==> src/hw/rtl/b58_pkg.sv <==
// Shared types, constants and the alphabet lookup for the base58 encoder.
// No dependencies; every other file refers to it by scoped names.
package b58_pkg;

  localparam int unsigned WordW     = 64;
  localparam int unsigned ValueW    = 4 * WordW;
  localparam int unsigned DigitW    = 6;
  localparam int unsigned SymW      = 7;
  localparam int unsigned Radix     = 58;

  // Long division works on one chunk of the value per cycle while it runs.
  localparam int unsigned ChunkW    = 16;
  localparam int unsigned NumChunks = ValueW / ChunkW;
  localparam int unsigned StepW     = $clog2(NumChunks);
  localparam int unsigned AccW      = DigitW + ChunkW;

  // q = (acc * RecipMul) >> RecipShift is exact for every acc < 2**AccW:
  // RecipMul * Radix - 2**RecipShift = 28 <= 2**(RecipShift - AccW) = 64.
  localparam int unsigned RecipShift = 28;
  localparam int unsigned RecipW     = 23;
  localparam logic [RecipW-1:0] RecipMul = 23'd4628198;
  localparam int unsigned ProdW      = AccW + RecipW;

  typedef struct packed {
    logic [WordW-1:0] value_word_0;
    logic [WordW-1:0] value_word_1;
    logic [WordW-1:0] value_word_2;
    logic [WordW-1:0] value_word_3;
  } in_item_t;

  typedef struct packed {
    logic [SymW-1:0]   symbol;
    logic [DigitW-1:0] digit_value;
    logic              last_symbol;
  } out_item_t;

  typedef struct packed {
    logic              last;     // current step closes a division pass
    logic              nonzero;  // quotient of this pass is not zero
    logic [DigitW-1:0] digit;    // remainder, valid on the closing step
  } div_status_t;

  typedef enum logic [1:0] {
    StIdle,
    StDiv,
    StRead,
    StOut
  } state_e;

  // Map a digit to its character in the base58 alphabet.
  function automatic logic [SymW-1:0] symbol_of(input logic [DigitW-1:0] d);
    logic [SymW-1:0] dx;
    logic [SymW-1:0] sym;
    dx = SymW'(d);
    if (d < 6'd9) begin
      sym = 7'd49 + dx;            // '1'..'9'
    end else if (d < 6'd17) begin
      sym = 7'd65 + dx - 7'd9;     // 'A'..'H'
    end else if (d < 6'd22) begin
      sym = 7'd74 + dx - 7'd17;    // 'J'..'N'
    end else if (d < 6'd33) begin
      sym = 7'd80 + dx - 7'd22;    // 'P'..'Z'
    end else if (d < 6'd44) begin
      sym = 7'd97 + dx - 7'd33;    // 'a'..'k'
    end else if (d < 6'd58) begin
      sym = 7'd109 + dx - 7'd44;   // 'm'..'z'
    end else begin
      sym = '0;
    end
    return sym;
  endfunction

endpackage

==> src/hw/rtl/base58_encode_from_integer.sv <==
// Top level of the base58 encoder: sequencer, digit count and output stage.
// Depends on b58_pkg, b58_divider and b58_digit_mem.
//
// Usage:
//   Input channel (in_valid_i / in_ready_o / in_item_i) takes one 256-bit
//   unsigned value as four 64-bit words. Output channel (out_valid_o /
//   out_ready_i / out_item_o) returns one item per base58 digit, most
//   significant first, with last_symbol set on the final one. A zero value
//   produces no output item at all.
//   Leading zero bytes are not turned into '1' characters.
// Operation:
//   Each digit costs one full pass of the shared divide-by-58 unit over the
//   value, one 16-bit chunk per cycle. After the division each output item
//   takes a digit store read, then an output hold. The largest 256-bit value
//   gives 44 digits. in_ready_o is high only while the block is idle.
// Reset:
//   rst_ni clears the sequencer and counters; the digit store is not
//   cleared, since every entry read back was written for the same item.
// Stalls:
//   While out_ready_i is low the current output item holds unchanged.
module base58_encode_from_integer #(
  parameter int unsigned MAX_DIGITS = 44
) (
  input  logic                clk_i,
  input  logic                rst_ni,
  input  logic                in_valid_i,
  output logic                in_ready_o,
  input  b58_pkg::in_item_t   in_item_i,
  output logic                out_valid_o,
  input  logic                out_ready_i,
  output b58_pkg::out_item_t  out_item_o
);

  localparam int unsigned AddrW = $clog2(MAX_DIGITS);
  localparam int unsigned CntW  = $clog2(MAX_DIGITS + 1);
  localparam logic [CntW-1:0] MaxCnt = CntW'(MAX_DIGITS);

  b58_pkg::state_e state_q, state_d;
  logic [AddrW-1:0] cnt_q, cnt_d;        // digits stored so far this item
  logic [AddrW-1:0] rd_idx_q, rd_idx_d;  // digit being sent out

  logic                       value_nz;
  logic [b58_pkg::ValueW-1:0] value;
  logic                       load;
  logic                       run;
  b58_pkg::div_status_t       div_st;
  logic                       mem_we;
  logic [b58_pkg::DigitW-1:0] rd_digit;
  logic [CntW-1:0]            cnt_next;

  assign value = {in_item_i.value_word_3, in_item_i.value_word_2,
                  in_item_i.value_word_1, in_item_i.value_word_0};
  assign value_nz = (value != '0);
  assign cnt_next = CntW'(cnt_q) + 1'b1;

  b58_divider u_div (
    .clk_i    (clk_i),
    .rst_ni   (rst_ni),
    .load_i   (load),
    .value_i  (value),
    .run_i    (run),
    .status_o (div_st)
  );

  b58_digit_mem #(
    .Depth (MAX_DIGITS),
    .AddrW (AddrW)
  ) u_mem (
    .clk_i   (clk_i),
    .we_i    (mem_we),
    .waddr_i (cnt_q),
    .wdata_i (div_st.digit),
    .raddr_i (rd_idx_q),
    .rdata_o (rd_digit)
  );

  // Next state and handshake outputs.
  always_comb begin
    state_d     = state_q;
    cnt_d       = cnt_q;
    rd_idx_d    = rd_idx_q;
    in_ready_o  = 1'b0;
    out_valid_o = 1'b0;
    load        = 1'b0;
    run         = 1'b0;
    mem_we      = 1'b0;
    case (state_q)
      b58_pkg::StIdle: begin
        in_ready_o = 1'b1;
        // Accept the item; drop it right away when the value is zero.
        if (in_valid_i && value_nz) begin
          load    = 1'b1;
          cnt_d   = '0;
          state_d = b58_pkg::StDiv;
        end
      end
      b58_pkg::StDiv: begin
        run = 1'b1;
        if (div_st.last) begin
          // Store the remainder of this pass as the next digit.
          mem_we = 1'b1;
          if (div_st.nonzero && (cnt_next < MaxCnt)) begin
            cnt_d = cnt_next[AddrW-1:0];
          end else begin
            rd_idx_d = cnt_q;
            state_d  = b58_pkg::StRead;
          end
        end
      end
      b58_pkg::StRead: begin
        state_d = b58_pkg::StOut;
      end
      b58_pkg::StOut: begin
        out_valid_o = 1'b1;
        if (out_ready_i) begin
          if (rd_idx_q == '0) begin
            state_d = b58_pkg::StIdle;
          end else begin
            rd_idx_d = rd_idx_q - 1'b1;
            state_d  = b58_pkg::StRead;
          end
        end
      end
      default: begin
        state_d = b58_pkg::StIdle;
      end
    endcase
  end

  always_ff @(posedge clk_i or negedge rst_ni) begin
    if (!rst_ni) begin
      state_q  <= b58_pkg::StIdle;
      cnt_q    <= '0;
      rd_idx_q <= '0;
    end else begin
      state_q  <= state_d;
      cnt_q    <= cnt_d;
      rd_idx_q <= rd_idx_d;
    end
  end

  // Read data and index hold steady while an output item waits.
  assign out_item_o.digit_value = rd_digit;
  assign out_item_o.symbol      = b58_pkg::symbol_of(rd_digit);
  assign out_item_o.last_symbol = (rd_idx_q == '0);

endmodule

==> src/hw/rtl/b58_divider.sv <==
// Iterative divide by 58 of a 256-bit value, one 16-bit chunk per cycle of run_i.
// Depends on b58_pkg.
module b58_divider (
  input  logic                         clk_i,
  input  logic                         rst_ni,
  input  logic                         load_i,
  input  logic [b58_pkg::ValueW-1:0]   value_i,
  input  logic                         run_i,
  output b58_pkg::div_status_t         status_o
);

  logic [b58_pkg::ValueW-1:0] work_q, work_d;
  logic [b58_pkg::DigitW-1:0] rem_q, rem_d;
  logic [b58_pkg::StepW-1:0]  step_q, step_d;
  logic                       nz_q, nz_d;

  logic [b58_pkg::AccW-1:0]   acc;
  logic [b58_pkg::ProdW-1:0]  prod;
  logic [b58_pkg::ChunkW-1:0] quot;
  logic [b58_pkg::AccW-1:0]   quot_x;
  logic [b58_pkg::AccW-1:0]   rem_full;
  logic                       last_step;

  // Remainder of the previous chunk sits above the next chunk, as in long division.
  assign acc      = {rem_q, work_q[b58_pkg::ValueW-1 -: b58_pkg::ChunkW]};
  assign prod     = b58_pkg::ProdW'(acc) * b58_pkg::ProdW'(b58_pkg::RecipMul);
  assign quot     = prod[b58_pkg::RecipShift +: b58_pkg::ChunkW];
  assign quot_x   = b58_pkg::AccW'(quot) * b58_pkg::AccW'(b58_pkg::Radix);
  assign rem_full = acc - quot_x;

  assign last_step = (step_q == b58_pkg::StepW'(b58_pkg::NumChunks - 1));

  assign status_o.last    = last_step;
  assign status_o.nonzero = nz_q | (quot != '0);
  assign status_o.digit   = rem_full[b58_pkg::DigitW-1:0];

  always_comb begin
    work_d = work_q;
    rem_d  = rem_q;
    step_d = step_q;
    nz_d   = nz_q;
    if (load_i) begin
      work_d = value_i;
      rem_d  = '0;
      step_d = '0;
      nz_d   = 1'b0;
    end else if (run_i) begin
      // Rotate the quotient chunk in at the bottom; after a full pass the
      // register holds the whole quotient in place.
      work_d = {work_q[b58_pkg::ValueW-b58_pkg::ChunkW-1:0], quot};
      if (last_step) begin
        rem_d  = '0;
        step_d = '0;
        nz_d   = 1'b0;
      end else begin
        rem_d  = rem_full[b58_pkg::DigitW-1:0];
        step_d = step_q + 1'b1;
        nz_d   = nz_q | (quot != '0);
      end
    end
  end

  always_ff @(posedge clk_i or negedge rst_ni) begin
    if (!rst_ni) begin
      rem_q  <= '0;
      step_q <= '0;
      nz_q   <= 1'b0;
    end else begin
      rem_q  <= rem_d;
      step_q <= step_d;
      nz_q   <= nz_d;
    end
  end

  always_ff @(posedge clk_i) begin
    work_q <= work_d;
  end

endmodule

==> src/hw/rtl/b58_digit_mem.sv <==
// Digit store: one write port, one registered read port.
// Depends on b58_pkg for the digit width.
module b58_digit_mem #(
  parameter int unsigned Depth = 44,
  parameter int unsigned AddrW = 6
) (
  input  logic                        clk_i,
  input  logic                        we_i,
  input  logic [AddrW-1:0]            waddr_i,
  input  logic [b58_pkg::DigitW-1:0]  wdata_i,
  input  logic [AddrW-1:0]            raddr_i,
  output logic [b58_pkg::DigitW-1:0]  rdata_o
);

  logic [b58_pkg::DigitW-1:0] mem_q [Depth];

  always_ff @(posedge clk_i) begin
    if (we_i) begin
      mem_q[waddr_i] <= wdata_i;
    end
  end

  always_ff @(posedge clk_i) begin
    rdata_o <= mem_q[raddr_i];
  end

endmodule

==> config.mk <==
export PLATFORM = sky130hd
export DESIGN_NAME = base58_encode_from_integer
export DESIGN_NICKNAME = d
export VERILOG_FILES = /design/src/hw/rtl/b58_pkg.sv /design/src/hw/rtl/base58_encode_from_integer.sv /design/src/hw/rtl/b58_divider.sv /design/src/hw/rtl/b58_digit_mem.sv
export SDC_FILE = /design/constraint.sdc
export NUM_CORES = 1
export LEC_CHECK = 0
export BUFFER_PORTS_ARGS = -buffer_cell sky130_fd_sc_hd__buf_4
export CORE_UTILIZATION = 46
export DETAILED_ROUTE_END_ITERATION = 12
export GPL_TIMING_DRIVEN = 0
export SLEW_MARGIN = 20
export SYNTH_ARGS = -nofsm -noshare
export SYNTH_HDL_FRONTEND = slang
export SYNTH_SLANG_ARGS = --single-unit
==> constraint.sdc <==
create_clock -name clk_i -period 9.88 [get_ports clk_i]
set_input_delay 1.482 -clock clk_i [delete_from_list [all_inputs] [get_ports clk_i]]
set_output_delay 1.482 -clock clk_i [all_outputs]
set_load 0.03 [all_outputs]
After elaboration in Yosys (flattened, before gate mapping)
Memories as Yosys holds them, arrays and structs flattened. A register that Yosys moved wholly into a read port is not among the register bits.
Index checks and enable logic that the tools add are counted.
W data, S select, Z words.
- register bits after elaboration: 281
- bits in writable memories: 264
- input bits: 260
- output and inout bits: 16
- word-level logic and storage cells: 96
- memories: 1
- memory list (name ; depth ; width ; read ports ; clocked after memory_dff ; wr ports ; line ; text):
    u_mem.mem_q ; 44 ; 6 ; 1 ; 1 ; 1 ; b58_digit_mem.sv:15 ; logic [b58_pkg::DigitW-1:0] mem_q [Depth];
- $add $sub $neg: 15
- multiply operators: 2
- order comparisons: 7
- eq/ne operators: 10
- multiplexer cells: 41
- bitwise logic cells: 1
- reductions and logical operators: 12
- operator list (operator ; number):
    $mux W256 ; 2
    $reduce_bool A256 Y1 ; 1
    $mux W6 ; 10
    $mul A22 B22 Y43 const B ; 1
    $mux W7 ; 6
    $add A7 B6 Y7 const A ; 5
    $lt A6 B6 Y1 const B ; 4
    $pmux W6 S2 ; 2
    $mul A16 B5 Y5 const B ; 1
    $reduce_bool A16 Y1 ; 1
    $sub A7 B5 Y7 const B ; 2
    $sub A7 B6 Y7 const B ; 2
    $lt A6 B5 Y1 const B ; 2
    $mux W1 ; 12
    $mux W4 ; 3
    $mux W2 ; 5
    $ne A2 B2 Y1 const B ; 5
    $pmux W2 S4 ; 1
    $reduce_and A4 Y1 ; 2
    $add A6 B6 Y7 const A ; 1
    $sub A7 B4 Y7 const B ; 1
    $add A6 B1 Y6 const B ; 1
    $logic_not A6 Y1 ; 1
    $lt A6 B4 Y1 const B ; 1
    12 further kinds ; 16

Logic depth before layout (Yosys ltp)
- depth in word-level cells: 8
- gate-level depth with buffers: 31
- mapped depth without buffers: 31

Modules after synthesis
A second synthesis with hierarchy kept.
- cell total of the unflattened synthesis: 2504
- area, all modules: 33803.7 um^2
- by module, submodules not included (module ; times used ; cells an instance ; area an instance (um^2)):
    b58_divider ; 1 ; 1606 ; 20891.3
    b58_digit_mem ; 1 ; 593 ; 10794.1
    base58_encode_from_integer ; 1 ; 305 ; 2118.3

Worst setup path after synthesis
OpenSTA, ideal clock, no wires.
- path type: reg-to-reg
- start: reg u_div.work_q[249] (netlist bit)
- end: mem u_mem.mem_q[0][5] (netlist bit) (data pin)
- library setup time: 0.462 ns
- arrival: 8.634 ns
- required time: 9.418 ns
- setup slack: 0.783 ns
- stages on the path, launching flop included: 30
- buffers on the path: 0
- clock period less this slack: 9.097 ns
- cells stage by stage: edfxtp_1 > inv_1 > fa_1 > inv_1 > fa_1 > fa_1 > fa_1 > inv_1 > fa_1 > inv_1 > fa_1 > inv_1 > fa_1 > inv_1 > ha_1 > and3_1 > a31o_2 > o21ai_0 > nand3b_1 > a31oi_1 > xnor2_1 > ha_1 > ha_1 > ha_1 > inv_1 > ha_1 > a21oi_1 > xnor2_1 > xnor2_1 > xnor2_1
- RTL lines (item ; line ; text):
    start: declaration ; b58_divider.sv:12 ; logic [b58_pkg::ValueW-1:0] work_q, work_d;
    start signal: assignment ; b58_divider.sv:76 ; work_q <= work_d;
    end: declaration ; b58_digit_mem.sv:15 ;

==> flow_summary.yaml <==
critical_path:
  cp-endpoint: "u_mem.mem_q[36][5]$_DFFE_PP_"
  criticalPathCategory: "reg2reg"
  worstSetupStartpoint: "u_div.work_q[251]$_DFFE_PP_"
  crit_path_top_delay_cell: "sky130_fd_sc_hd__edfxtp_1"
  worst-path-max-fanout: 21
  critPathCaptureType: "flop"
  cp.arrival_ns: 9.89
  crit-reg2reg-launch: "u_div.work_q[251]$_DFFE_PP_"
  max_stage_delay_ns: 0.65
  worstReg2RegEnd: "u_mem.mem_q[36][5]$_DFFE_PP_"
  critical_path.startpoint_type: "flop"
  worst_r2r_path_depth: 31
  worstPathRequired_ns: 10.36
  reg2reg_setup_slack_ns: 0.47
global_routing:
  grt_max_degree: 109
  grt_first_pass_wirelength_um: 147000
  grt.total_usage_pct: 26.7
  global_route.overflow_total: 0
  first_global_vias: 24300
  antenna_found_initial: 17
detailed_routing:
  avgRoutedWirePerCell_um: 22.6
  postRouteWirelength_um: 97000
  total_via_count_in_the_routed_design: 23600
  drt_iter0_markers: 1963
  drt-pass1-iter-count: 5
  drc: 0
  via_per_inst: 5.49
  antenna_left: 0
synth:
  yosysUniqueCellTypes: 83
  syn_inst: 2929
  synth_flop_cell: "sky130_fd_sc_hd__edfxtp_1"
  synth_top_cells_by_count: "sky130_fd_sc_hd__nand2_1 (848), sky130_fd_sc_hd__edfxtp_1 (520), sky130_fd_sc_hd__inv_1 (344)"
  synth_top_area_cell: "sky130_fd_sc_hd__edfxtp_1"
  synth.top_cell.area_share_pct: 46.8
  synth_warnings: 0
  synth_sequential_area_ratio_pct: 49.0
  count_of_flip_flops_with_a_built_in_enable_after_synthesis: 520
  ys_top_cells_by_area: "sky130_fd_sc_hd__edfxtp_1 (47%), sky130_fd_sc_hd__fa_1 (12%), sky130_fd_sc_hd__nand2_1 (9.5%), sky130_fd_sc_hd__ha_1 (8.0%), sky130_fd_sc_hd__mux4_2 (5.3%)"
  yosysMostFrequentCell: "sky130_fd_sc_hd__nand2_1"
  syn-cell-area_sq_mm: 0.0334
  synth-async-reset-ratio_pct: 4.54
  synth_fp_nets: 3605
  postSynthAreaPerCell_sq_um: 11.4
  ys_ff_latch: 551
floorplanning:
  die_x_um: 271
  rows: 98
  die-area_sq_mm: 0.0737
  design.core.area_sq_mm: 0.0716
  floorplan.io_pins: 276
  chipHeight_um: 271
  initial_core_util_pct: 46.6
sta:
  layout_worst_path_cycle_share_pct: 95.3
  timing.final.max_slew_violations: 0
  rsz0062_at_grt: "no"
  final.setup.worst_slack_ns: 0.467
  slew-limit-headroom_pct: 33.5
  final.setup.tns_ns: 0
  final_worst_clock_skew_ns: 0.0417
  report.final.hold_viol_count: 0
  actual_transition_at_the_worst_max_transition_pin_ns: 0.984
  timing.final.crit_period_ns: 9.41
  max_freq_mhz: 106
  final_setup_fails: 0
final_layout:
  syn_to_final_growth_pct: 16.6
  final.fill_count: 6287
  final-seq-area_sq_mm: 0.0164
  final_layout_size_suffix_gt1_share_pct: 15.2
  multi_input_comb_area_sq_mm: 0.0153
  stdcell_area_sq_mm: 0.0389
  post_layout_nets: 3959
power_and_ir_drop:
  p_leak_nw: 17.9
  ir_drop_v: 0.000154
  power_per_cell_area_mw_per_mm2: 126
clocking:
  cts_hold_bufs: 0
  clock_sinks: 551
  h-tree-depth: 2
  tritoncts: "built"
  cts-root-buf: "sky130_fd_sc_hd__clkbuf_16"
  clk_path_buf_depth: 3
  clkLatencyLatePin_ns: 0.66
  cts_made_buffers: 58
  path_clk_slew_ns: 0.07
worst_hold_path:
  worstHoldPathType: "reg2reg"
flow_run:
  max-cap-violations: 0
status:
  outcome: "complete, no violations"
placed_design:
  placement.io_buffers: 275
  global_placement_routability_congestion: 0.948
  post-dp-hpwl_um: 77400
  detailedPlace.worstSlack_ns: 0.178
  dpl_cell_area_sq_mm: 0.0369
==> routing by layer <==
layer | vias to the layer above | wire length, um | global-route usage, %
met2 | 881 | 46300 | 43.4
li1 | 10800 | - | -
met1 | 11700 | 40900 | 36.2
met4 | 18 | 2250 | 7.50
met3 | 153 | 7480 | 5.58
met5 | - | 126 | 0
==> flip-flops by register name, indices dropped and copies added, names as in the netlist <==
register	cells
u_mem.rdata_o	6
u_div.work_q	256
state_q	2
u_div.rem_q	6
u_div.step_q	4
cnt_q	6
rd_idx_q	6
u_div.nz_q	1
u_mem.mem_q	264
==> cells in the final DEF (no fill, tap or decap), types with 20 or more instances in the layout <==
| master | Yosys | routed |
|---|---|---|
| sky130_fd_sc_hd__buf_4 | 0 | 281 |
| sky130_fd_sc_hd__ha_1 | 214 | 214 |
| sky130_fd_sc_hd__nand4_1 | 31 | 31 |
| sky130_fd_sc_hd__inv_1 | 344 | 341 |
| sky130_fd_sc_hd__a21oi_1 | 65 | 65 |
| sky130_fd_sc_hd__mux2i_1 | 20 | 20 |
| sky130_fd_sc_hd__nor2_1 | 96 | 96 |
| sky130_fd_sc_hd__o21ai_0 | 60 | 58 |
| sky130_fd_sc_hd__nand2_1 | 848 | 848 |
| sky130_fd_sc_hd__nand3_1 | 29 | 29 |
| sky130_fd_sc_hd__mux4_2 | 78 | 78 |
| sky130_fd_sc_hd__fa_1 | 202 | 202 |
| sky130_fd_sc_hd__edfxtp_1 | 520 | 520 |
| sky130_fd_sc_hd__clkbuf_16 | 0 | 58 |
| sky130_fd_sc_hd__nor4_1 | 69 | 68 |
| sky130_fd_sc_hd__clkbuf_1 | 90 | 95 |
| sky130_fd_sc_hd__dfrtp_1 | 25 | 25 |
==> metrics by stage <==
stage,hold slack (ns),instances,utilization [%],power (mW)
3_5_place_dp,0.499,4167,51.5,2.69
5_1_grt,0.537,4288,54.4,5.02
4_1_cts,0.509,4276,54.3,4.94
2_1_floorplan,0.450,2929,-,2.57
6_report,0.508,4291,54.4,4.90
3_3_place_gp,0.470,4154,51.2,2.69
==> logic make-up after synthesis <==
group                    Yosys count  share of synthesized area [%]
multiplexers                      99                           5.89
buffers and inverters            459                           5.30
adder cells (fa/ha/maj)          416                           20.1
XOR/XNOR                          23                          0.603
flip-flops                       551                           49.0
AO/OA/AOI/OAI                    239                           4.65
AND/OR/NAND/NOR                 1142                           14.4
==> power breakdown <==
part / switching (mW) / internal (mW) / leakage [nW]
logic: 0.0565 / 0.0706 / 11.0
clock network: 0.966 / 1.29 / 0.976
registers: 0 / 2.52 / 5.92
total: 1.02 / 3.88 / 17.9
==> how the worst min path moves through the flow <==
stage	start	endpoint	slack [ns]	depth (start not counted)
after floorplan	u_div.step_q[3]$_DFFE_PN0P_	u_div.step_q[3]$_DFFE_PN0P_	0.45	1
after global placement	u_div.step_q[3]$_DFFE_PN0P_	u_div.step_q[3]$_DFFE_PN0P_	0.47	1
after detailed placement	u_div.work_q[155]$_DFFE_PP_	u_div.work_q[171]$_DFFE_PP_	0.50	2
after CTS	u_div.work_q[41]$_DFFE_PP_	u_div.work_q[57]$_DFFE_PP_	0.51	2
after global routing	u_div.work_q[185]$_DFFE_PP_	u_div.work_q[201]$_DFFE_PP_	0.54	2
final	u_div.work_q[41]$_DFFE_PP_	u_div.work_q[57]$_DFFE_PP_	0.51	2
==> final cells by class <==
type | instances | share of cell area, %
Antenna cell | 9 | 0.0578
Clock buffer | 66 | 3.88
Sequential cell | 551 | 42.0
Multi-Input combinational cell | 1919 | 39.3
Inverter | 346 | 3.35
Clock inverter | 43 | 1.22
Timing Repair Buffer | 294 | 5.91
Tap cell | 950 | 3.05
Buffer | 113 | 1.21
==> what timing repair did <==
action | in CTS | in global routing
buffers inserted | 0 | 6
endpoints found under the setup margin | 0 | 65
resized for setup | 0 | 3
==> worst max-delay path: cells and delay by family (launching register included) <==
kind	cells	cell delay (ns)
adder cells (fa/ha/maj)	12	5.21
XOR/XNOR	4	1.22
buffers and inverters	9	0.99
AO/OA/AOI/OAI	5	0.98
flip-flops	1	0.65
AND/OR/NAND/NOR	1	0.18
No activity file was read; power rests on OpenSTA's default activity.
